===== src/chme_pkg.sv =====
package chme_pkg;

	localparam int KEY_W     = 32;
	localparam int VAL_W     = 32;
	localparam int CFG_W     = 8;

	// remainder unit: bits of the key retired per cycle
	localparam int DIGIT_W   = 4;
	localparam int MOD_STEPS = KEY_W / DIGIT_W;
	localparam int MOD_CNT_W = $clog2(MOD_STEPS);

	localparam logic [CFG_W-1:0] DEFAULT_BUCKETS = 8'd127;

	localparam logic REQ_INSERT = 1'b0;
	localparam logic REQ_LOOKUP = 1'b1;

	localparam logic STATUS_OK        = 1'b0;
	localparam logic STATUS_POOL_FULL = 1'b1;

	typedef struct packed {
		logic             req_type;
		logic [KEY_W-1:0] key;
		logic [VAL_W-1:0] value;
	} chme_req_t;

	typedef struct packed {
		logic             status;
		logic             found;
		logic [VAL_W-1:0] read_value;
	} chme_rsp_t;

endpackage


===== src/chme_mod_unit.sv =====
module chme_mod_unit (
	input  logic                        clk,
	input  logic                        arst_n,
	input  logic                        start,
	input  logic [chme_pkg::KEY_W-1:0] key,
	input  logic [chme_pkg::CFG_W-1:0] divisor,
	output logic                        done,
	output logic [chme_pkg::CFG_W-1:0] rem
);

	logic                            busy_q;
	logic                            done_q;
	logic [chme_pkg::MOD_CNT_W-1:0] cnt_q;
	logic [chme_pkg::KEY_W-1:0]     key_q;
	logic [chme_pkg::CFG_W-1:0]     div_q;
	logic [chme_pkg::CFG_W-1:0]     rem_q;
	logic [chme_pkg::CFG_W-1:0]     rem_next;

	// restoring remainder, one digit per cycle; partial stays below twice the divisor
	always_comb begin
		logic [chme_pkg::CFG_W:0] part;
		part = {1'b0, rem_q};
		for (int i = 0; i < chme_pkg::DIGIT_W; i++) begin
			part = {part[chme_pkg::CFG_W-1:0], key_q[chme_pkg::KEY_W-1-i]};
			if (part >= {1'b0, div_q}) begin
				part = part - {1'b0, div_q};
			end
		end
		rem_next = part[chme_pkg::CFG_W-1:0];
	end

	always_ff @(posedge clk or negedge arst_n) begin
		if (!arst_n) begin
			busy_q <= 1'b0;
			done_q <= 1'b0;
			cnt_q  <= '0;
		end else begin
			done_q <= 1'b0;
			if (start) begin
				busy_q <= 1'b1;
				cnt_q  <= '0;
			end else if (busy_q) begin
				cnt_q <= cnt_q + 1'b1;
				if (cnt_q == chme_pkg::MOD_CNT_W'(chme_pkg::MOD_STEPS - 1)) begin
					busy_q <= 1'b0;
					done_q <= 1'b1;
				end
			end
		end
	end

	always_ff @(posedge clk) begin
		if (start) begin
			key_q <= key;
			div_q <= divisor;
			rem_q <= '0;
		end else if (busy_q) begin
			key_q <= key_q << chme_pkg::DIGIT_W;
			rem_q <= rem_next;
		end
	end

	assign done = done_q;
	assign rem  = rem_q;

endmodule


===== config.mk =====
export PLATFORM = sky130hd
export DESIGN_NAME = chme_mod_unit
export DESIGN_NICKNAME = d
export VERILOG_FILES = /design/src/chme_pkg.sv /design/src/chme_mod_unit.sv
export SDC_FILE = /design/constraint.sdc
export NUM_CORES = 1
export LEC_CHECK = 0
export ABC_AREA = 1
export BUFFER_PORTS_ARGS = -buffer_cell sky130_fd_sc_hd__buf_2
export CAP_MARGIN = 30
export CORE_MARGIN = 2
export CORE_UTILIZATION = 54
export CTS_CLUSTER_SIZE = 14
export DETAILED_ROUTE_END_ITERATION = 6
export PLACE_DENSITY_LB_ADDON = 0.1
export SLEW_MARGIN = 40
export SYNTH_ARGS = -nofsm -noshare
export SYNTH_HDL_FRONTEND = slang
export SYNTH_SLANG_ARGS = --single-unit

===== constraint.sdc =====
create_clock -name clk -period 13.3 [get_ports clk]
set_input_delay 3.99 -clock clk [delete_from_list [all_inputs] [get_ports clk]]
set_output_delay 3.99 -clock clk [all_outputs]
set_load 0.05 [all_outputs]

== Word-level counts from Yosys, hierarchy flattened ==
Cells that the tools add are included.

* Register bits: 53
* Latch bits: 0
* Memory bits (writable): 0
* ROM bits: 0
* Output and inout port bits: 9
* Word-level logic and storage cells: 31
* Memories kept: 0

* Add/sub/neg operators: 5
* Multipliers: 0
* Divide/modulo/power cells: 0
* $lt $le $gt $ge: 4
* Equality and inequality tests: 1
* Shift-type cells: 0
* Mux-type cells: 14
* Bitwise logic cells: 0
* Reductions and logical operators: 1

{| class="wikitable"
|+ Operators by type and width
! kind !! number
|-
| $mux 32 || 2
|-
| $ge 9x8->1 || 4
|-
| $mux 8 || 4
|-
| $sub 8x8->8 || 4
|-
| $mux 1 || 6
|-
| $mux 3 || 2
|-
| $add 3x1->3 const B || 1
|-
| $eq 3x3->1 const B || 1
|-
| $reduce_bool 2->1 || 1
|}

== Longest topological paths before layout ==
Gate-level depths: netlist (run 1).

* Depth in word-level cells: 8
* Depth in mapped cells: 45
* Gate-level depth less buffers: 44

== Least setup slack after synthesis (run 1) ==
Ideal clock, no wire load.

* Path kind: reg2reg
* Start point: register rem_q, in the netlist rem[2]
* End point: register rem_q, in the netlist rem[6]
* Arrival: 5.967 ns
* Required time: 13.186 ns
* Slack: 7.219 ns
* Cell stages (with the launch flop): 41
* Path buffers: 2
* Clock period less this slack: 6.081 ns
* Cell sequence: dfxtp_1 ha_1 nand2_2 inv_2 a21oi_2 nand2_2 nand2_4 nand2_4 buf_6 o21ai_0 inv_1 ha_1 nand2_1 inv_1 a21boi_0 nand2_1 nand2_2 nand4_2 [... 5 more ...] o21ai_1 nand2_1 o311ai_1 nand2_2 nand3_2 nand2_1 nand2_1 inv_1 ha_1 inv_1 o311ai_0 nand2_1 nand3_1 inv_1 nand3_4 nand2_1 nand3_1 nand2_1

* Longest elaborated chain between the ends: 8
* Elaborated cells between the ends (all ways): 12

{| class="wikitable"
|+ Ends and longest elaborated chain
! what !! line !! RTL
|-
| start: declaration || chme_mod_unit.sv:16 || <nowiki>logic [chme_pkg::CFG_W-1:0] rem_q;</nowiki>
|-
| start signal: assignment || chme_mod_unit.sv:59 || <nowiki>rem_q <= rem_next;</nowiki>
|-
| $sub 8x8->8 / $ge 9x8->1 (equally long branches) || chme_mod_unit.sv:26, chme_mod_unit.sv:25 ||
|-
| $mux 8 * || chme_mod_unit.sv:25 || <nowiki>if (part >= {1'b0, div_q}) begin</nowiki>
|-
| $sub 8x8->8 / $ge 9x8->1 (equally long branches) || chme_mod_unit.sv:26, chme_mod_unit.sv:25 ||
|-
| $mux 8 * || chme_mod_unit.sv:25 ||
|-
| $sub 8x8->8 / $ge 9x8->1 (equally long branches) || chme_mod_unit.sv:26, chme_mod_unit.sv:25 ||
|-
| $mux 8 * || chme_mod_unit.sv:25 ||
|-
| $sub 8x8->8 / $ge 9x8->1 (equally long branches) || chme_mod_unit.sv:26, chme_mod_unit.sv:25 ||
|-
| $mux 8 * || chme_mod_unit.sv:25 ||
|}

Mark *: on every way between the ends. The rest lies on a longest branch, timed or not.
A chain may end at the register's enable or synchronous reset.

== Worst setup path in the final report (run 1) ==
* Start point: register div_q[1] (netlist name)
* End point: register rem_q, in the netlist rem[3]

* Longest elaborated chain between the ends: 8
* Elaborated cells between the ends (all ways): 12

{| class="wikitable"
|+ Ends and longest elaborated chain
! what !! line !! RTL
|-
| start: declaration || chme_mod_unit.sv:15 || <nowiki>logic [chme_pkg::CFG_W-1:0] div_q;</nowiki>
|-
| start signal: assignment || chme_mod_unit.sv:55 || <nowiki>div_q <= divisor;</nowiki>
|-
| $sub 8x8->8 / $ge 9x8->1 (equally long branches) || chme_mod_unit.sv:26, chme_mod_unit.sv:25 ||
|-
| $mux 8 || chme_mod_unit.sv:25 ||
|-
| $sub 8x8->8 / $ge 9x8->1 (equally long branches) || chme_mod_unit.sv:26, chme_mod_unit.sv:25 ||
|-
| $mux 8 || chme_mod_unit.sv:25 ||
|-
| $ge 9x8->1 / $sub 8x8->8 (equally long branches) || chme_mod_unit.sv:25, chme_mod_unit.sv:26 ||
|-
| $mux 8 || chme_mod_unit.sv:25 ||
|-
| $sub 8x8->8 / $ge 9x8->1 (equally long branches) || chme_mod_unit.sv:26, chme_mod_unit.sv:25 ||
|-
| $mux 8 * || chme_mod_unit.sv:25 ||
|}

Marks and branches as above.

==> results of run 1 <==
-- flip-flops by register name, indices dropped and copies added, names as in the netlist --
register / flops
key_q: 32
div_q: 8
rem: 8
cnt_q: 3
busy_q: 1
done: 1
-- layer usage --
metal | GRT usage | wire (um) | up-vias
met3 | 0.0335 | 509 | 21
li1 | - | - | 1757
met4 | 0.0885 | 249 | 0
met1 | 0.292 | 3810 | 1518
met5 | 0 | 0 | -
met2 | 0.390 | 4430 | 111
-- per-stage QoR --
step / area, sq um / worst slack, ns
6_report: 4470 / 6.27
2_1_floorplan: 4020 / 7.22
5_1_grt: 4470 / 5.50
3_3_place_gp: 4360 / 6.43
3_5_place_dp: 4360 / 6.33
4_1_cts: 4470 / 6.32
-- cell type report --
class | instances | share of cell area
clock buffers | 6 | 0.0162
multi-input cells | 382 | 0.497
well taps | 99 | 0.0277
clock inverters | 2 | 0.00867
repair buffers | 53 | 0.0604
flip-flops and latches | 53 | 0.332
inverters | 68 | 0.0571
-- worst max-delay path, delay by kind of cell, from the launching register on --
kind | cells | cell delay, ns
compound gates | 8 | 1.81
simple gates | 21 | 2.60
buf+inv | 7 | 0.66
flops | 1 | 0.43
fa+ha+maj | 4 | 1.44
-- synthesized netlist by cell type, types with 3 or more instances --
cell | n | share of area
sky130_fd_sc_hd__nand2_1 | 194 | 0.18
sky130_fd_sc_hd__nand2_2 | 6 | 0.0093
sky130_fd_sc_hd__nand3_2 | 4 | 0.010
sky130_fd_sc_hd__fa_1 | 4 | 0.020
sky130_fd_sc_hd__o21ai_1 | 4 | 0.0050
sky130_fd_sc_hd__nor2_4 | 5 | 0.014
sky130_fd_sc_hd__nand4_1 | 4 | 0.0062
sky130_fd_sc_hd__nand3_4 | 3 | 0.013
sky130_fd_sc_hd__clkbuf_1 | 7 | 0.0065
sky130_fd_sc_hd__xnor2_1 | 9 | 0.020
sky130_fd_sc_hd__inv_1 | 61 | 0.057
sky130_fd_sc_hd__dfxtp_1 | 8 | 0.040
sky130_fd_sc_hd__ha_1 | 34 | 0.11
sky130_fd_sc_hd__dfrtp_1 | 5 | 0.031
sky130_fd_sc_hd__nand2_4 | 3 | 0.0084
sky130_fd_sc_hd__xor2_1 | 11 | 0.024
sky130_fd_sc_hd__o21ai_2 | 3 | 0.0065
sky130_fd_sc_hd__inv_2 | 7 | 0.0065
sky130_fd_sc_hd__a21oi_1 | 19 | 0.024
sky130_fd_sc_hd__nand3_1 | 34 | 0.042
sky130_fd_sc_hd__nor2_1 | 19 | 0.018
sky130_fd_sc_hd__o21ai_0 | 8 | 0.010
sky130_fd_sc_hd__edfxtp_1 | 40 | 0.30
-- how the worst min path moves through the flow --
| stage | from | endpoint | slack (ns) | cells past startpoint |
|---|---|---|---|---|
| after global routing | key_q[17]$_DFFE_PP_ | key_q[21]$_DFFE_PP_ | 0.55 | 2 |
| after floorplan | cnt_q[1]$_DFFE_PN0P_ | cnt_q[1]$_DFFE_PN0P_ | 0.48 | 1 |
| final | key_q[17]$_DFFE_PP_ | key_q[21]$_DFFE_PP_ | 0.52 | 2 |
| after global placement | cnt_q[1]$_DFFE_PN0P_ | cnt_q[1]$_DFFE_PN0P_ | 0.50 | 1 |
| after detailed placement | key_q[26]$_DFFE_PP_ | key_q[30]$_DFFE_PP_ | 0.50 | 2 |
| after CTS | rem[1]$_SDFFE_PP0P_ | rem[1]$_SDFFE_PP0P_ | 0.52 | 2 |
-- cells by family (layout without fill, tap and decap cells) --
family,count (synthesis),in the layout,synth area share
AOI/OAI and AO/OA,42,42,0.0623
xor gates and xnor gates,20,20,0.0436
adders and majority gates,38,38,0.126
buffers and inverters,78,129,0.0757
DFF,53,53,0.370
and+or+nand+nor,282,282,0.322
==> results_dict.tcl, run 1 <==
set metrics [dict create \
    number_of_flops_mapped_to_enable_cells_by_yosys 40 \
    worst-path-max-fanout 12 \
    die_x_um 90.2 \
    drt_first_iter_violations 184 \
    min_period_over_period 0.529 \
    clock_latency_late_sink_ns 0.31 \
    grt_max_degree 46 \
    syn-num-nets 594 \
    worstSetupEndpoint "rem[3]$_SDFFE_PP0P_" \
    critical_path.reg2reg.endpoint "rem[3]$_SDFFE_PP0P_" \
    critical_path_source_type "register" \
    drive_gt1_frac 0.176 \
    maxCapViolations 0 \
    clock_tree.buffer_depth 2 \
    critPathSlowestCell "sky130_fd_sc_hd__o311ai_0" \
    numPlacedInstances 655 \
    synth-seq-cells 53 \
    post_drt_wl_per_cell_um 13.6 \
    r2r.worst_path.cells 40 \
    layout.area.seq_sq_um 1490 \
    initial_core_utilization 0.557 \
    final.hold.worst_slack_ns 0.522 \
    gr-usage-all-layers 0.228 \
    setup-tns-final_ns 0 \
    final-max-slew-violation-count 0 \
    crit_arrival_ns 7.24 \
    finalWeightedCongestion 0.932 \
    num-nets-final 644 \
    syn_to_final_growth_pct 11.4 \
    antenna-diode-count 0 \
    detailedPlacementHpwl_um 7030 \
    fin_util 0.620 \
    worst_setup_path_end_kind "register" \
    total_count_of_hold_check_failures_in_the_final_report 0 \
    drc_errors_left 0 \
    antenna_found_initial 0 \
    cp-startpoint "div_q[1]$_DFFE_PP_" \
    port_buffers 51 \
    viasPerCell 5.14 \
    critPathMostFrequentCell "sky130_fd_sc_hd__nand2_1" \
    vias 3407 \
    first_global_vias 3296 \
    final_common_cell "sky130_fd_sc_hd__nand2_1" \
    outcome "completed" \
    slew_headroom 0.542 \
    cts_post_setup_buffers_inserted 0 \
    reg2reg_setup_slack_ns 6.27 \
    post_synth_num_cell_types 39 \
    cts_inserted_buffers 5 \
    path_class "register to register" \
    multi_input_comb_area_sq_um 2220 \
    cts_tree "built" \
    clock.fmax_mhz 142 \
    worst_path_largest_cell_delay_ns 0.44 \
    die_h_um 90.2 \
    firstDrtPassIters 5 \
    postSynthCellCount 513 \
    instances_no_fill 663 \
    design.core.area_sq_um 7210 \
    fp.dieArea_sq_um 8140 \
    fin_skew_ns 0.0124 \
    root_buffer "sky130_fd_sc_hd__clkbuf_8" \
    cts_hold_repair.buffers 0 \
    layout.cells.most_common_list "sky130_fd_sc_hd__nand2_1, sky130_fd_sc_hd__inv_1, sky130_fd_sc_hd__buf_2, sky130_fd_sc_hd__edfxtp_1" \
    tightestPinTransition_ns 0.685 \
    async_reset_ff_frac 0.0943 \
    gr-total-overflow 0 \
    grt_pass1_wl_um 15200 \
    placement_rows 31 \
    clock_pin_slew_reported_for_the_worst_setup_and_hold_paths_after_clock_tree_synthesis_ns 0.10 \
    syn_std_cell_area_sq_um 4020 \
    ys.warnings.count 0 \
    hold_path_class "register to register" \
    setup_violators_final 0 \
    synth_area_per_cell_sq_um 7.83 \
    final_period_minus_worst_setup_slack_ns 7.03 \
    crit_required_ns 13.51 \
    setup_repair_after_global_routing_missed_its_margin "false" \
    synth_seq_area_share 0.370 \
    clock_sink_count 53 \
    synth_top_flop_cell "sky130_fd_sc_hd__edfxtp_1" \
    wl_um 9000 \
    critical_path.reg2reg.startpoint "div_q[1]$_DFFE_PP_" \
    ctsHtreeMaxLevel 2 \
    ctsResizeCount 0 \
    fillCellCount 686 \
    floorplan.io_pins 52 \
    final_antenna_net_count 0 \
]
Power of run 1 is left out: the tool's default activity adds up to more than one toggle a clock period on the data nets, which glitch-free logic cannot reach.
==> run 2: changes to the inputs <==
- clock period: 13.3 -> 6.83 ns (I/O delays scaled with it)
==> results_dict.tcl, run 2 (synthesis results as in run 1) <==
set metrics [dict create \
    timing.hold.worst_endpoint "key_q[11]$_DFFE_PP_" \
    critPathMostFrequentCell "sky130_fd_sc_hd__nand2_1" \
    worst-path-max-fanout 8 \
    clock.fmax_mhz 160 \
    cts_inserted_buffers 5 \
    finalWeightedCongestion 0.963 \
    maxCapViolations 0 \
    num-nets-final 654 \
    final_common_cell "sky130_fd_sc_hd__nand2_1" \
    vias 3427 \
    clock_latency_late_sink_ns 0.30 \
    slew_headroom 0.557 \
    port_buffers 51 \
    cts_tree "built" \
    post_drt_wl_per_cell_um 14.0 \
    outcome "completed" \
    final_antenna_net_count 0 \
    total_count_of_hold_check_failures_in_the_final_report 0 \
    final_period_minus_worst_setup_slack_ns 6.26 \
    critPathSlowestCell "sky130_fd_sc_hd__edfxtp_1" \
    die_x_um 90.2 \
    critical_path.reg2reg.endpoint "rem[4]$_SDFFE_PP0P_" \
    crit_required_ns 7.09 \
    drt_first_iter_violations 309 \
    r2r.worst_path.cells 43 \
    fin_skew_ns 0.00506 \
    fp.dieArea_sq_um 8140 \
    clock_tree.buffer_depth 2 \
    worst_setup_path_end_kind "register" \
    setup_violators_final 0 \
    design.core.area_sq_um 7210 \
    final-max-slew-violation-count 0 \
    min_period_over_period 0.917 \
    drc_errors_left 0 \
    floorplan.io_pins 52 \
    drive_gt1_frac 0.200 \
    cts_hold_repair.buffers 0 \
    syn_to_final_growth_pct 14.6 \
    placement_rows 31 \
    detailed_place.area_sq_um 4410 \
    die_h_um 90.2 \
    ctsHtreeMaxLevel 2 \
    flip_flop_count_of_the_largest_register_all_copies_and_words_added 32 \
    worst_path_largest_cell_delay_ns 0.45 \
    setup_repair_after_global_routing_missed_its_margin "false" \
    hold_path_depth 2 \
    firstDrtPassIters 4 \
    critical_path.reg2reg.startpoint "key_q[31]$_DFFE_PP_" \
    initial_core_utilization 0.557 \
    pre_cts_slack_ns -0.0706 \
    gr-total-overflow 0 \
    viasPerCell 5.09 \
    path_class "register to register" \
    crit_arrival_ns 6.52 \
    setup_ws_ns 0.570 \
    clock_pin_slew_reported_for_the_worst_setup_and_hold_paths_after_clock_tree_synthesis_ns 0.10 \
    detailedPlacementHpwl_um 7530 \
    gr-usage-all-layers 0.240 \
    root_buffer "sky130_fd_sc_hd__clkbuf_8" \
    max_flop_register "key_q" \
    grt_max_degree 46 \
    tightestPinTransition_ns 0.662 \
    final_area_sq_um 4600 \
    layout.cells.most_common_list "sky130_fd_sc_hd__nand2_1, sky130_fd_sc_hd__inv_1, sky130_fd_sc_hd__buf_2, sky130_fd_sc_hd__edfxtp_1" \
    hold_path_class "register to register" \
    first_global_vias 3426 \
    grt_pass1_wl_um 15800 \
    min-delay-start "key_q[7]$_DFFE_PP_" \
    wl_um 9440 \
    antenna-diode-count 0 \
    clock_sink_count 53 \
    antenna_found_initial 0 \
    fin_util 0.638 \
    reg2reg_setup_slack_ns 0.57 \
    critical_path_source_type "register" \
]
[run 2: routing by layer]
metal,vias up,share of wire,GRT usage
met4,0,0.033,0.100
met5,-,0,0
met1,1537,0.43,0.307
met2,90,0.50,0.411
met3,26,0.041,0.0285
li1,1774,-,-
[run 2: stage by stage]
stage | TNS (ns) | hold slack, ns | cells
final | 0 | 0.521 | 673
after global placement | 0 | 0.493 | 662
after global routing | 0 | 0.541 | 673
after CTS | 0 | 0.520 | 670
after floorplan | 0 | 0.483 | 513
after detailed placement | -0.392 | 0.497 | 662
[run 2: repair_timing]
item                       CTS  global route
gates cloned                 0             1
setup endpoints to repair    8             8
pin swaps                    0             1
setup buffers                0             2
resized for setup            1            11
[run 2: worst max-delay path by stage]
| stage | slack, ns | to | cells after the start | start |
|---|---|---|---|---|
| 6_report | 0.57 | rem[4]$_SDFFE_PP0P_ | 43 | key_q[31]$_DFFE_PP_ |
| 4_1_cts | 0.05 | rem[4]$_SDFFE_PP0P_ | 40 | div_q[1]$_DFFE_PP_ |
| 3_5_place_dp | -0.07 | rem[4]$_SDFFE_PP0P_ | 40 | div_q[1]$_DFFE_PP_ |
| 2_1_floorplan | 0.75 | rem[6]$_SDFFE_PP0P_ | 40 | rem[2]$_SDFFE_PP0P_ |
| 3_3_place_gp | 0.08 | rem[4]$_SDFFE_PP0P_ | 40 | div_q[1]$_DFFE_PP_ |
| 5_1_grt | 0.02 | rem[7]$_SDFFE_PP0P_ | 43 | div_q[3]$_DFFE_PP_ |
[run 2: cell type report]
| cell class | count | area [sq um] |
|---|---|---|
| Clock buffer | 8 | 113 |
| Fill cell | 672 | 2610 |
| Inverter | 68 | 255 |
| Multi-Input combinational cell | 383 | 2290 |
| Sequential cell | 53 | 1490 |
| Tap cell | 99 | 124 |
| Timing Repair Buffer | 62 | 338 |
[run 2: worst max-delay path: cells and delay by family, from the launching register on]
family                   cells  cell delay [ns]
AND/OR/NAND/NOR             22             2.27
adder cells (fa/ha/maj)      5             1.57
AO/OA/AOI/OAI                7             1.08
buffers and inverters        8             0.66
flip-flops                   1             0.45
XOR/XNOR                     1             0.16
Power of run 2 is left out for the same reason.
